==> config.mk <==
export PLATFORM = sky130hd
export DESIGN_NAME = perl_lexical_scanner
export DESIGN_NICKNAME = d
export VERILOG_FILES = /design/src/pls_pkg.sv /design/src/pls_marker_ram.sv /design/src/pls_lexer.sv /design/src/pls_sub.sv /design/src/perl_lexical_scanner.sv
export VERILOG_INCLUDE_DIRS = /design/src /design/src/src
export SDC_FILE = /design/constraint.sdc
export NUM_CORES = 1
export LEC_CHECK = 0
export BUFFER_PORTS_ARGS = -buffer_cell sky130_fd_sc_hd__buf_2
export CORE_ASPECT_RATIO = 1.5
export CORE_MARGIN = 1.5
export CORE_UTILIZATION = 40
export DETAILED_ROUTE_END_ITERATION = 10
export PLACE_DENSITY = 0.63
export SYNTH_ARGS = -nofsm -noshare
export SYNTH_HDL_FRONTEND = slang
export SYNTH_SLANG_ARGS = --single-unit
==> constraint.sdc <==
create_clock -name clk -period 5.1 [get_ports clk]
set_input_delay 0.51 -clock clk [delete_from_list [all_inputs] [get_ports clk]]
set_output_delay 0.51 -clock clk [all_outputs]
set_load 0.02 [all_outputs]
==> src/perl_lexical_scanner_defines.svh <==
// Assertion macros shared by the scanner modules.
`ifndef PERL_LEXICAL_SCANNER_DEFINES_SVH
`define PERL_LEXICAL_SCANNER_DEFINES_SVH

// Same-cycle implication, checked on every rising edge outside reset.
`define PLS_ASSERT_NOW(label, clk, rst_n, ante, cons, msg) \
  label: assert property (@(posedge clk) disable iff (!rst_n) (ante) |-> (cons)) \
    else $error(msg);

// Next-cycle implication, checked on every rising edge outside reset.
`define PLS_ASSERT_NEXT(label, clk, rst_n, ante, cons, msg) \
  label: assert property (@(posedge clk) disable iff (!rst_n) (ante) |=> (cons)) \
    else $error(msg);

`endif

==> src/pls_pkg.sv <==
// Shared types, constants and character-class helpers of the Perl lexical scanner.
package pls_pkg;

  // Here-document terminator storage and brace depth counter sizes
  localparam int MARKER_LEN = 32;
  localparam int DEPTH_BITS = 16;
  localparam int MK_IDX_W   = $clog2(MARKER_LEN);
  localparam int MK_POS_W   = $clog2(MARKER_LEN + 2);

  // Character codes
  localparam logic [7:0] CH_LF     = 8'h0A;
  localparam logic [7:0] CH_SPACE  = 8'h20;
  localparam logic [7:0] CH_DQUOTE = 8'h22;
  localparam logic [7:0] CH_HASH   = 8'h23;
  localparam logic [7:0] CH_DOLLAR = 8'h24;
  localparam logic [7:0] CH_SQUOTE = 8'h27;
  localparam logic [7:0] CH_DASH   = 8'h2D;
  localparam logic [7:0] CH_LT     = 8'h3C;
  localparam logic [7:0] CH_LBRACK = 8'h5B;
  localparam logic [7:0] CH_BSLASH = 8'h5C;
  localparam logic [7:0] CH_RBRACK = 8'h5D;
  localparam logic [7:0] CH_USCORE = 8'h5F;
  localparam logic [7:0] CH_BTICK  = 8'h60;
  localparam logic [7:0] CH_LBRACE = 8'h7B;
  localparam logic [7:0] CH_RBRACE = 8'h7D;
  localparam logic [7:0] CH_LOW_S  = 8'h73;
  localparam logic [7:0] CH_LOW_U  = 8'h75;
  localparam logic [7:0] CH_LOW_B  = 8'h62;

  typedef enum logic [13:0] {
    SC_CODE        = 14'b00000000000001,
    SC_STRING      = 14'b00000000000010,
    SC_QSTRING     = 14'b00000000000100,
    SC_RE_OPTS     = 14'b00000000001000,
    SC_COMMENT     = 14'b00000000010000,
    SC_COMMAND     = 14'b00000000100000,
    SC_VAR1        = 14'b00000001000000,
    SC_VARBODY     = 14'b00000010000000,
    SC_HD1         = 14'b00000100000000,
    SC_HD2         = 14'b00001000000000,
    SC_HDSTART     = 14'b00010000000000,
    SC_HD          = 14'b00100000000000,
    SC_HDSTARTLINE = 14'b01000000000000,
    SC_HDCHECK     = 14'b10000000000000
  } scan_state_t;

  typedef enum logic [5:0] {
    SUB_IDLE    = 6'b000001,
    SUB_KEYWORD = 6'b000010,
    SUB_LEAD    = 6'b000100,
    SUB_NAME    = 6'b001000,
    SUB_TRAIL   = 6'b010000,
    SUB_BODY    = 6'b100000
  } sub_state_t;

  // One input beat
  typedef struct packed {
    logic [7:0]  ch;
    logic [31:0] char_position;
    logic [15:0] page;
    logic        restart;
  } pls_item_t;

  // Lexer events handed to the sub tracker
  typedef struct packed {
    logic italic;
    logic code_nxt;
    logic brace_open;
    logic brace_close;
  } pls_lex_evt_t;

  // One result beat
  typedef struct packed {
    logic        italic;
    logic        func_open;
    logic [31:0] name_start;
    logic [31:0] name_end;
    logic [15:0] name_page;
    logic        func_close;
  } pls_result_t;

  function automatic logic is_space(input logic [7:0] c);
    return (c == CH_SPACE) || ((c >= 8'd9) && (c <= 8'd13));
  endfunction

  function automatic logic is_alpha(input logic [7:0] c);
    return ((c >= 8'h61) && (c <= 8'h7A)) || ((c >= 8'h41) && (c <= 8'h5A));
  endfunction

  function automatic logic is_alnum(input logic [7:0] c);
    return is_alpha(c) || ((c >= 8'h30) && (c <= 8'h39));
  endfunction

  // Letters of the sub keyword
  function automatic logic [7:0] kw_char(input logic [1:0] idx);
    logic [7:0] c;
    case (idx)
      2'd0:    c = CH_LOW_S;
      2'd1:    c = CH_LOW_U;
      2'd2:    c = CH_LOW_B;
      default: c = 8'h00;
    endcase
    return c;
  endfunction

endpackage

==> src/pls_marker_ram.sv <==
// Terminator word store with prefetched, write-through registered read.
module pls_marker_ram (
  input  logic                       clk,
  input  logic                       we,
  input  logic [pls_pkg::MK_IDX_W-1:0] waddr,
  input  logic [7:0]                 wdata,
  input  logic [pls_pkg::MK_IDX_W-1:0] raddr,
  output logic [7:0]                 rdata
);

  logic [7:0] mem [pls_pkg::MARKER_LEN];
  logic [7:0] rdata_r;

  // Write one byte
  always_ff @(posedge clk) begin
    if (we) begin
      mem[waddr] <= wdata;
    end
  end

  // Read every cycle, forwarding a same-address write
  always_ff @(posedge clk) begin
    if (we && (waddr == raddr)) begin
      rdata_r <= wdata;
    end else begin
      rdata_r <= mem[raddr];
    end
  end

  assign rdata = rdata_r;

endmodule

==> src/pls_lexer.sv <==
// Lexical state machine: quoting, comments, escapes and here-document matching.
module pls_lexer (
  input  logic                  clk,
  input  logic                  rst_n,
  input  logic                  step,
  input  pls_pkg::pls_item_t    item,
  output pls_pkg::pls_lex_evt_t evt
);

  pls_pkg::scan_state_t          scan_r, scan_nxt, st;
  logic                          esc_r, esc_nxt, esc;
  logic [pls_pkg::MK_POS_W-1:0]  mpos_r, mpos_nxt, mpos, mpos_p1;
  logic [pls_pkg::MK_POS_W-1:0]  mcnt_r, mcnt_nxt, mcnt;
  logic                          run;
  logic                          wr_en;
  logic [pls_pkg::MK_IDX_W-1:0]  wr_addr;
  logic [pls_pkg::MK_IDX_W-1:0]  rd_addr;
  logic [7:0]                    mk_rd;
  logic [7:0]                    c;
  logic                          is_quote;
  logic                          hit;
  pls_pkg::scan_state_t          chk_scan;
  logic [pls_pkg::MK_POS_W-1:0]  chk_pos;

  assign c = item.ch;

  // Take reset values when the beat asks for a restart
  always_comb begin
    st   = item.restart ? pls_pkg::SC_CODE : scan_r;
    esc  = item.restart ? 1'b0 : esc_r;
    mpos = item.restart ? '0 : mpos_r;
    mcnt = item.restart ? '0 : mcnt_r;
  end

  assign mpos_p1  = mpos + 1'b1;
  assign is_quote = (c == pls_pkg::CH_DQUOTE) || (c == pls_pkg::CH_SQUOTE);

  // Compare a line byte against the stored terminator
  always_comb begin
    hit = (mpos < mcnt) && (mpos < pls_pkg::MK_POS_W'(pls_pkg::MARKER_LEN)) && (c == mk_rd);
    if (hit) begin
      chk_scan = pls_pkg::SC_HDCHECK;
      chk_pos  = mpos_p1;
    end else if ((mpos == mcnt) && (c == pls_pkg::CH_LF)) begin
      chk_scan = pls_pkg::SC_CODE;
      chk_pos  = mpos_p1;
    end else begin
      chk_scan = pls_pkg::SC_HD;
      chk_pos  = '0;
    end
  end

  // Next lexical state
  always_comb begin
    scan_nxt   = st;
    esc_nxt    = esc;
    mpos_nxt   = mpos;
    mcnt_nxt   = mcnt;
    wr_en      = 1'b0;
    wr_addr    = '0;
    run        = 1'b1;
    evt        = '0;

    // Consume or raise a pending escape
    case (st)
      pls_pkg::SC_CODE, pls_pkg::SC_STRING, pls_pkg::SC_QSTRING,
      pls_pkg::SC_COMMAND, pls_pkg::SC_VARBODY: begin
        if (esc) begin
          esc_nxt = 1'b0;
          run     = 1'b0;
        end else if (c == pls_pkg::CH_BSLASH) begin
          esc_nxt = 1'b1;
          run     = 1'b0;
        end
      end
      pls_pkg::SC_HD1, pls_pkg::SC_HD2, pls_pkg::SC_VAR1, pls_pkg::SC_HDSTART: begin
        if ((c == pls_pkg::CH_BSLASH) && !esc) begin
          esc_nxt = 1'b1;
          run     = 1'b0;
        end
      end
      default: ;
    endcase

    if (run) begin
      case (st)
        pls_pkg::SC_CODE: begin
          case (c)
            pls_pkg::CH_DOLLAR: scan_nxt = pls_pkg::SC_VAR1;
            pls_pkg::CH_DQUOTE: scan_nxt = pls_pkg::SC_STRING;
            pls_pkg::CH_SQUOTE: scan_nxt = pls_pkg::SC_QSTRING;
            pls_pkg::CH_BTICK:  scan_nxt = pls_pkg::SC_COMMAND;
            pls_pkg::CH_HASH: begin
              scan_nxt   = pls_pkg::SC_COMMENT;
              evt.italic = 1'b1;
            end
            pls_pkg::CH_LT:     scan_nxt = pls_pkg::SC_HD1;
            pls_pkg::CH_LBRACK: scan_nxt = pls_pkg::SC_RE_OPTS;
            pls_pkg::CH_LBRACE: evt.brace_open = 1'b1;
            pls_pkg::CH_RBRACE: evt.brace_close = 1'b1;
            default: ;
          endcase
        end
        pls_pkg::SC_STRING:  if (c == pls_pkg::CH_DQUOTE) scan_nxt = pls_pkg::SC_CODE;
        pls_pkg::SC_RE_OPTS: if (c == pls_pkg::CH_RBRACK) scan_nxt = pls_pkg::SC_CODE;
        pls_pkg::SC_QSTRING: if (c == pls_pkg::CH_SQUOTE) scan_nxt = pls_pkg::SC_CODE;
        pls_pkg::SC_COMMAND: if (c == pls_pkg::CH_BTICK) scan_nxt = pls_pkg::SC_CODE;
        pls_pkg::SC_COMMENT: begin
          evt.italic = 1'b1;
          if (c == pls_pkg::CH_LF) scan_nxt = pls_pkg::SC_CODE;
        end
        pls_pkg::SC_VAR1: begin
          if (esc) begin
            esc_nxt  = 1'b0;
            scan_nxt = pls_pkg::SC_CODE;
          end else if (c == pls_pkg::CH_LBRACE) begin
            scan_nxt = pls_pkg::SC_VARBODY;
          end else begin
            scan_nxt = pls_pkg::SC_CODE;
          end
        end
        pls_pkg::SC_HD1: begin
          if (esc) begin
            esc_nxt  = 1'b0;
            scan_nxt = pls_pkg::SC_CODE;
          end else if (c == pls_pkg::CH_LT) begin
            scan_nxt = pls_pkg::SC_HD2;
          end else begin
            scan_nxt = pls_pkg::SC_CODE;
          end
        end
        pls_pkg::SC_VARBODY: if (c == pls_pkg::CH_RBRACE) scan_nxt = pls_pkg::SC_CODE;
        pls_pkg::SC_HD2: begin
          // Store the first terminator byte
          if ((esc || ((c != pls_pkg::CH_DASH) && !pls_pkg::is_space(c))) && !is_quote) begin
            esc_nxt  = 1'b0;
            mpos_nxt = '0;
            wr_en    = 1'b1;
            wr_addr  = '0;
            scan_nxt = pls_pkg::SC_HDSTART;
          end
        end
        pls_pkg::SC_HDSTART: begin
          if ((esc || !pls_pkg::is_space(c)) && !is_quote) begin
            // Append a terminator byte, drop it once the store is full
            esc_nxt = 1'b0;
            if (mpos_p1 < pls_pkg::MK_POS_W'(pls_pkg::MARKER_LEN)) begin
              mpos_nxt = mpos_p1;
              wr_en    = 1'b1;
              wr_addr  = mpos_p1[pls_pkg::MK_IDX_W-1:0];
            end
          end else begin
            mcnt_nxt = mpos_p1;
            mpos_nxt = '0;
            scan_nxt = pls_pkg::SC_HD;
          end
        end
        pls_pkg::SC_HD: if (c == pls_pkg::CH_LF) scan_nxt = pls_pkg::SC_HDSTARTLINE;
        pls_pkg::SC_HDSTARTLINE: begin
          if (!pls_pkg::is_space(c)) begin
            scan_nxt = pls_pkg::SC_HDCHECK;
            if (!is_quote) begin
              scan_nxt = chk_scan;
              mpos_nxt = chk_pos;
            end
          end
        end
        pls_pkg::SC_HDCHECK: begin
          if (!is_quote) begin
            scan_nxt = chk_scan;
            mpos_nxt = chk_pos;
          end
        end
        default: scan_nxt = pls_pkg::SC_CODE;
      endcase
    end

    evt.code_nxt = (scan_nxt == pls_pkg::SC_CODE);
  end

  // Prefetch the stored byte at the next match position
  assign rd_addr = step ? mpos_nxt[pls_pkg::MK_IDX_W-1:0] : mpos_r[pls_pkg::MK_IDX_W-1:0];

  pls_marker_ram u_marker_ram (
    .clk   (clk),
    .we    (step && wr_en),
    .waddr (wr_addr),
    .wdata (c),
    .raddr (rd_addr),
    .rdata (mk_rd)
  );

  // Advance lexical state on each beat
  always_ff @(posedge clk) begin
    if (!rst_n) begin
      scan_r <= pls_pkg::SC_CODE;
      esc_r  <= 1'b0;
      mpos_r <= '0;
      mcnt_r <= '0;
    end else if (step) begin
      scan_r <= scan_nxt;
      esc_r  <= esc_nxt;
      mpos_r <= mpos_nxt;
      mcnt_r <= mcnt_nxt;
    end
  end

endmodule

==> src/pls_sub.sv <==
// Brace depth counter and sub-name tracker that build the result beat.
module pls_sub (
  input  logic                  clk,
  input  logic                  rst_n,
  input  logic                  step,
  input  pls_pkg::pls_item_t    item,
  input  pls_pkg::pls_lex_evt_t evt,
  output pls_pkg::pls_result_t  res
);

`include "perl_lexical_scanner_defines.svh"

  logic [pls_pkg::DEPTH_BITS-1:0] depth_r, depth_nxt, d;
  pls_pkg::sub_state_t            ss_r, ss_nxt, ss, ss_mid;
  logic [1:0]                     ki_r, ki_nxt, ki, ki_mid;
  logic [31:0]                    hs_r, hs_nxt, hs;
  logic [31:0]                    he_r, he_nxt, he;
  logic [15:0]                    hp_r, hp_nxt, hp;
  logic [7:0]                     c;

  assign c = item.ch;

  // Take reset values when the beat asks for a restart
  always_comb begin
    d  = item.restart ? '0 : depth_r;
    ss = item.restart ? pls_pkg::SUB_IDLE : ss_r;
    ki = item.restart ? 2'd0 : ki_r;
    hs = item.restart ? 32'd0 : hs_r;
    he = item.restart ? 32'd0 : he_r;
    hp = item.restart ? 16'd0 : hp_r;
  end

  // Update depth, report sub open and close, then watch for sub NAME
  always_comb begin
    depth_nxt = d;
    ss_mid    = ss;
    ki_mid    = ki;
    hs_nxt    = hs;
    he_nxt    = he;
    hp_nxt    = hp;
    res       = '0;
    res.italic = evt.italic;

    if (evt.brace_open) begin
      if ((d == '0) && (ss == pls_pkg::SUB_TRAIL)) begin
        res.func_open  = 1'b1;
        res.name_start = hs;
        res.name_end   = he;
        res.name_page  = hp;
        ki_mid         = 2'd0;
        ss_mid         = pls_pkg::SUB_BODY;
      end
      if (d != '1) begin
        depth_nxt = d + 1'b1;
      end
    end

    if (evt.brace_close && (d != '0)) begin
      depth_nxt = d - 1'b1;
      if ((d == pls_pkg::DEPTH_BITS'(1)) && (ss == pls_pkg::SUB_BODY)) begin
        res.func_close = 1'b1;
        ss_mid         = pls_pkg::SUB_IDLE;
      end
    end

    ss_nxt = ss_mid;
    ki_nxt = ki_mid;
    if (evt.code_nxt && (depth_nxt == '0)) begin
      case (ss_mid)
        pls_pkg::SUB_IDLE: begin
          if (c == pls_pkg::CH_LOW_S) begin
            ki_nxt = 2'd1;
            ss_nxt = pls_pkg::SUB_KEYWORD;
            hp_nxt = item.page;
          end
        end
        pls_pkg::SUB_KEYWORD: begin
          if ((ki_mid != 2'd3) && (c == pls_pkg::kw_char(ki_mid))) begin
            ki_nxt = ki_mid + 2'd1;
            if (ki_mid == 2'd2) ss_nxt = pls_pkg::SUB_LEAD;
          end else begin
            ss_nxt = pls_pkg::SUB_IDLE;
          end
        end
        pls_pkg::SUB_LEAD: begin
          if (!pls_pkg::is_space(c)) begin
            if (pls_pkg::is_alpha(c)) begin
              hp_nxt = item.page;
              hs_nxt = item.char_position;
              ki_nxt = 2'd0;
              ss_nxt = pls_pkg::SUB_NAME;
            end else begin
              ss_nxt = pls_pkg::SUB_IDLE;
            end
          end
        end
        pls_pkg::SUB_NAME: begin
          if (!(pls_pkg::is_alnum(c) || (c == pls_pkg::CH_USCORE))) begin
            he_nxt = item.char_position - 32'd1;
            ss_nxt = pls_pkg::SUB_TRAIL;
          end
        end
        default: ;
      endcase
    end
  end

  // Advance tracker state on each beat
  always_ff @(posedge clk) begin
    if (!rst_n) begin
      depth_r <= '0;
      ss_r    <= pls_pkg::SUB_IDLE;
      ki_r    <= 2'd0;
      hs_r    <= 32'd0;
      he_r    <= 32'd0;
      hp_r    <= 16'd0;
    end else if (step) begin
      depth_r <= depth_nxt;
      ss_r    <= ss_nxt;
      ki_r    <= ki_nxt;
      hs_r    <= hs_nxt;
      he_r    <= he_nxt;
      hp_r    <= hp_nxt;
    end
  end

  `PLS_ASSERT_NOW(a_body_has_depth, clk, rst_n, (ss_r == pls_pkg::SUB_BODY), (depth_r != '0), "sub body at depth zero")
  `PLS_ASSERT_NOW(a_keyword_index, clk, rst_n, (ss_r == pls_pkg::SUB_KEYWORD), ((ki_r == 2'd1) || (ki_r == 2'd2)), "keyword index out of range")
  `PLS_ASSERT_NEXT(a_open_enters_body, clk, rst_n, (step && res.func_open), (ss_r == pls_pkg::SUB_BODY), "sub open did not enter body")

endmodule

==> src/perl_lexical_scanner.sv <==
// Top level of the Perl lexical scanner: input register, scanner logic, result register.
// The scanner takes one source byte per beat and returns one result beat per byte:
// an italic flag for comment text, a func_open pulse with the sub name's start,
// end and page when a named sub body opens at brace depth zero, and a func_close
// pulse when that body's brace closes. Each accepted byte waits in the input register
// while the lexer and sub tracker work on it, and its result moves into the result
// register once the result slot is free. A new byte is accepted every cycle while
// in_stall is low; in_stall rises only while a byte waits in the input register behind
// a stalled result. The rate rests on the state update of the lexer, whose here-document
// terminator compare reads a byte from the marker store prefetched on the previous
// beat.
// in_restart returns all scanner state to reset before its own byte is scanned.
module perl_lexical_scanner (
  input  logic        clk,
  input  logic        rst_n,
  input  logic        in_valid,
  output logic        in_stall,
  input  logic [7:0]  in_ch,
  input  logic [31:0] in_char_position,
  input  logic [15:0] in_page,
  input  logic        in_restart,
  output logic        out_valid,
  input  logic        out_stall,
  output logic        out_italic,
  output logic        out_func_open,
  output logic [31:0] out_name_start,
  output logic [31:0] out_name_end,
  output logic [15:0] out_name_page,
  output logic        out_func_close
);

`include "perl_lexical_scanner_defines.svh"

  pls_pkg::pls_item_t    s1_item_r;
  logic                  s1_valid_r, s1_valid_nxt;
  pls_pkg::pls_lex_evt_t evt;
  pls_pkg::pls_result_t  res;
  pls_pkg::pls_result_t  out_r;
  logic                  out_valid_r, out_valid_nxt;
  logic                  adv;
  logic                  in_take;

  // Move a beat from the input register whenever the result slot frees up
  assign adv      = s1_valid_r && (!out_valid_r || !out_stall);
  assign in_stall = s1_valid_r && !adv;
  assign in_take  = in_valid && !in_stall;

  always_comb begin
    s1_valid_nxt  = in_take ? 1'b1 : (adv ? 1'b0 : s1_valid_r);
    out_valid_nxt = adv ? 1'b1 : (out_stall ? out_valid_r : 1'b0);
  end

  // Control of both registers
  always_ff @(posedge clk) begin
    if (!rst_n) begin
      s1_valid_r  <= 1'b0;
      out_valid_r <= 1'b0;
    end else begin
      s1_valid_r  <= s1_valid_nxt;
      out_valid_r <= out_valid_nxt;
    end
  end

  // Capture the input beat
  always_ff @(posedge clk) begin
    if (in_take) begin
      s1_item_r.ch            <= in_ch;
      s1_item_r.char_position <= in_char_position;
      s1_item_r.page          <= in_page;
      s1_item_r.restart       <= in_restart;
    end
  end

  pls_lexer u_lexer (
    .clk   (clk),
    .rst_n (rst_n),
    .step  (adv),
    .item  (s1_item_r),
    .evt   (evt)
  );

  pls_sub u_sub (
    .clk   (clk),
    .rst_n (rst_n),
    .step  (adv),
    .item  (s1_item_r),
    .evt   (evt),
    .res   (res)
  );

  // Capture the result beat
  always_ff @(posedge clk) begin
    if (adv) begin
      out_r <= res;
    end
  end

  assign out_valid      = out_valid_r;
  assign out_italic     = out_r.italic;
  assign out_func_open  = out_r.func_open;
  assign out_name_start = out_r.name_start;
  assign out_name_end   = out_r.name_end;
  assign out_name_page  = out_r.name_page;
  assign out_func_close = out_r.func_close;

  `PLS_ASSERT_NOW(a_open_close_exclusive, clk, rst_n, (out_valid_r && out_r.func_open),
                  (!out_r.func_close), "sub open and close on one byte")
  `PLS_ASSERT_NOW(a_span_zero_when_idle, clk, rst_n, (out_valid_r && !out_r.func_open),
                  ((out_r.name_start == 32'd0) && (out_r.name_end == 32'd0) &&
                   (out_r.name_page == 16'd0)), "name span set without sub open")
  `PLS_ASSERT_NEXT(a_advance_fills_output, clk, rst_n, adv, out_valid_r,
                   "advanced beat missing from result register")

endmodule

==> metrics.md <==
| Metric | Value |
|---|---|
| Clock Tree Buf Depth | 3 |
| First-pass GRT wire length | a little over 100,000 um |
| WL per Instance | 23.6 um |
| Post-layout nets | 2,158 |
| Largest family of logic cells by synthesized area | simple AND/OR/NAND/NOR gates |
| Multiplexer share of the synthesized area | 0.0679 |
| Area contributors post-synth | edfxtp_1 (50%), dfxtp_1 (12%), mux4_2 (4.8%), and2_1 (2.4%), nor2_1 (2.3%) |
| DR pass1 iterations | 5 |
| Number of DRC markers in iteration 0 | 1,223 |
| Crit. End Element | register |
| Fmax | 0.211 GHz |
| Combinational share of power | 0.048 |
| Critical setup path kind | register to register |
| Max-cap viol count | 0 |
| Crit-path slowest cell | or4_1 |
| Period Utilization, post-route | 0.929 |
| Yosys top cell by area | edfxtp_1 |
| Global-route usage over all layers | 0.220 |
| Synth Area in Adders | 0.00938 |
| NetSw | 2.02 mW |
| Fill count | 5,284 |
| Switching portion of total power | 0.227 |
| Slew Viols, Final | 0 |
| Synth Area in XOR/XNOR | 0.0204 |
| R2R setup slack | between 0.3 and 0.4 ns |
| Final setup viols | 0 |
| Syn nets | 1,972 |
| Die Area | 0.0615 mm^2 |
| HP Class | primary input to register |
| Cell Pwr Density | 320 mW/mm^2 |
| Hold Path Origin | in_page[0] |
| Simple-gate share of the synthesized area | 0.141 |
| Worst-Margin Slew | 1.02 ns |
| IO Port Bufs | 145 |
| Max stage delay on crit path | 0.62 ns |
| Post-Layout Cell Count | roughly 2.9k |
| CP bufs+invs | 2 |
| CP required | around 5.6 ns |
| Leakage power | 9.38 nW |
| Vias in the first global route | 17.0k |
| Sequential fraction of the synthesis area | 0.610 |
| Worst r2r dst | u_sub.ki_r[1] |
| Post-synth EDFFs | 396 |
| YS warnings | 0 |
| Clk pwr share | 0.416 |
| CP Cell Sequence | or4_1 > buf_4 > nor3_1 > a221o_1 > a211o_2 > a211oi_4 > nor3b_1 > inv_1 > ha_1 > nor3_1 > a21oi_1 > or4_1 > nor2_1 > mux2_2 > a31oi_1 > o22ai_1 |
| Synth top cells by count | edfxtp_1 (396), nor2_1 (148), dfxtp_1 (138) |
| Asr flop ratio synth | 0 |
| Post-Syn Area | 0.0240 mm^2 |
| Rel. slew slack | 0.318 |
| Synthesized flop and latch total | 534 |
| Outcome | finished clean |
| Htree depth | 2 |
| Clock Sinks | 534 |
| Startpoint type of the worst setup path | register |
| Final Hold Vio Count | 0 |
| Cts bufs inserted | 50 |
| Die Y | 303 um |
| Sequential cell area | 0.0147 mm^2 |
| Post-CTS Setup Bufs | 0 |
| Routed vias/inst | 5.85 |
| Worst Skew | 0.0266 ns |
| Hold EP | s1_item_r[1] |
| Power Total | 8.89 mW |
| Starting Density | 0.406 |
| WP data arrival | 5.23 ns |
| Cell variety after synth | between 90 and 100 |
| DRC | 0 |
| RSZ-0062 raised after global routing | no |
| Reg-to-reg critical path startpoint | u_lexer.scan_r[5] |
| Count leader, synth | edfxtp_1 |
| Core footprint | just under 0.06 mm^2 |
| Worst-case reg-to-reg path depth | 16 |
| Mapped Avg Cell Area | about 13 um^2 |
| Multi-input gate area | 0.00873 mm^2 |
| Post-synthesis compound-gate area fraction | 0.122 |
| Ports | 146 |
| Crit. Startpoint | u_lexer.scan_r[5] |
| CTS tree | built |
| Final min period | roughly 4.7 ns |
| Hold path cells | 1 |
| Syn Inst Count | 1,893 |
| Worst-Skew Late Latency | 0.62 ns |
| Detailed placement HPWL | 47,800 um |
| Largest net degree at the start of global routing | 95 |
| Grt ovf | 0 |
| Placed Cells | between 2k and 3k |
| RePlAce Congestion | roughly 0.95 |
| Sequential share of power | 0.536 |
| Post-Route WL | between 60,000 and 70,000 um |
| Initial antenna violation count | 10 |
| Die X | approximately 200 um |
| Most common flop cell mapped by yosys | edfxtp_1 |
| Clock Pin Slew Worst Setup and Hold Paths | 0.07 ns |
| Routed Antenna Nets | 0 |
| Delay-heaviest family, CP | simple AND/OR/NAND/NOR gates |
| Area share of the largest cell type after synthesis | 0.495 |
| Root Buffer | clkbuf_16 |
| Critical path peak fanout | 8 |
| Maximum vdd drop | roughly 0.27 mV |
| Int Power | 6.87 mW |
| DR vias | 16.9k |
| Rows | 109 |
| Final TNS setup | 0 ns |
| P&R area growth vs syn | 15.7% |
| Layout cell share with drive strength beyond 1 | 0.204 |
-- metrics by stage --
step	setup slack [ns]	hold WS [ns]	area [um^2]	util
after CTS	0.231	0.0376	27800	0.469
after detailed placement	0.260	0.450	26200	0.442
final	0.362	0.0640	27800	0.469
after global placement	0.260	0.440	26200	0.442
after floorplan	0.109	0.434	24000	-
after global routing	0.0546	0.0431	27800	0.469
-- flip-flops by register name, indices dropped and copies added, names as in the netlist, named ones only --
| signal | count |
|---|---|
| out_func_close | 1 |
| out_func_open | 1 |
| out_italic | 1 |
| out_name_end | 32 |
| out_name_page | 16 |
| out_name_start | 32 |
| out_valid | 1 |
| s1_item_r | 57 |
| s1_valid_r | 1 |
| u_lexer.esc_r | 1 |
| u_lexer.mcnt_r | 6 |
| u_lexer.mpos_r | 6 |
| u_lexer.scan_r | 14 |
| u_lexer.u_marker_ram.mem | 256 |
| u_sub.depth_r | 16 |
| u_sub.he_r | 32 |
| u_sub.hp_r | 16 |
| u_sub.hs_r | 32 |
| u_sub.ki_r | 2 |
| u_sub.ss_r | 6 |
-- worst register-to-register path, cell delays in order, from the launching register on --
cell,delay [ns]
dfxtp_1,0.38
or4_1,0.62
buf_4,0.21
nor3_1,0.28
a221o_1,0.26
a211o_2,0.22
a211oi_4,0.10
nor3b_1,0.52
inv_1,0.19
ha_1,0.25
nor3_1,0.17
a21oi_1,0.09
or4_1,0.49
nor2_1,0.23
mux2_2,0.36
a31oi_1,0.16
o22ai_1,0.10
-- per-layer routing --
| metal | GRT usage | wire (um) | vias to the layer above |
|---|---|---|---|
| li1 | - | - | 7701 |
| met1 | 0.243 | 25100 | 8410 |
| met2 | 0.406 | 36300 | 605 |
| met3 | 0.0365 | 3280 | 218 |
| met4 | 0.113 | 3660 | 8 |
| met5 | 0 | 42 | - |
-- logic make-up after synthesis --
group / count (synthesis)
AOI/OAI and AO/OA: 386
muxes: 99
adders and majority gates: 18
buffers and inverters: 162
xor gates and xnor gates: 56
and+or+nand+nor: 638
DFF: 534
-- layout by cell type (no fill, tap or decap), drive strengths merged, types with 60 or more instances in the layout --
cell type and instances:
o21ai 64, a21oi 63, nor2 151, buf 264, dfxtp 138, clkbuf 60
nand2 117, edfxtp 396, and2 93
-- power by group through the flow --
stage	Combinational (mW)	Sequential [mW]	Clock (mW)
after floorplan	0.198	4.89	0
after global routing	0.458	4.77	3.94
after CTS	0.424	4.76	3.77
final	0.425	4.77	3.70
after global placement	0.418	4.86	0
after detailed placement	0.422	4.86	0
-- worst max-delay path by stage --
stage / end / slack (ns) / cells past startpoint
after CTS: u_sub.he_r[22] / 0.23 / 14
after global routing: u_sub.he_r[24] / 0.05 / 15
final: u_sub.ki_r[1] / 0.36 / 16
after detailed placement: u_sub.he_r[18] / 0.26 / 11
after floorplan: u_lexer.mpos_r[3] / 0.11 / 20
after global placement: u_sub.he_r[20] / 0.26 / 11
-- timing repair --
item / in CTS / in global routing
hold buffers: 0 / 0
setup endpoints to repair: 0 / 80
endpoints found under the hold margin: 0 / 0
resized for setup: 0 / 4
-- layout make-up --
| cell class | count | share of cell area |
|---|---|---|
| inverter | 32 | 0.00441 |
| tap | 777 | 0.0350 |
| multi-input combinational | 1197 | 0.314 |
| sequential | 534 | 0.528 |
| timing repair buffer | 264 | 0.0610 |
| clock inverter | 32 | 0.0109 |
| clock buffer | 60 | 0.0468 |
| antenna | 1 | 0.0000901 |
Power figures use the tool's default switching activity.
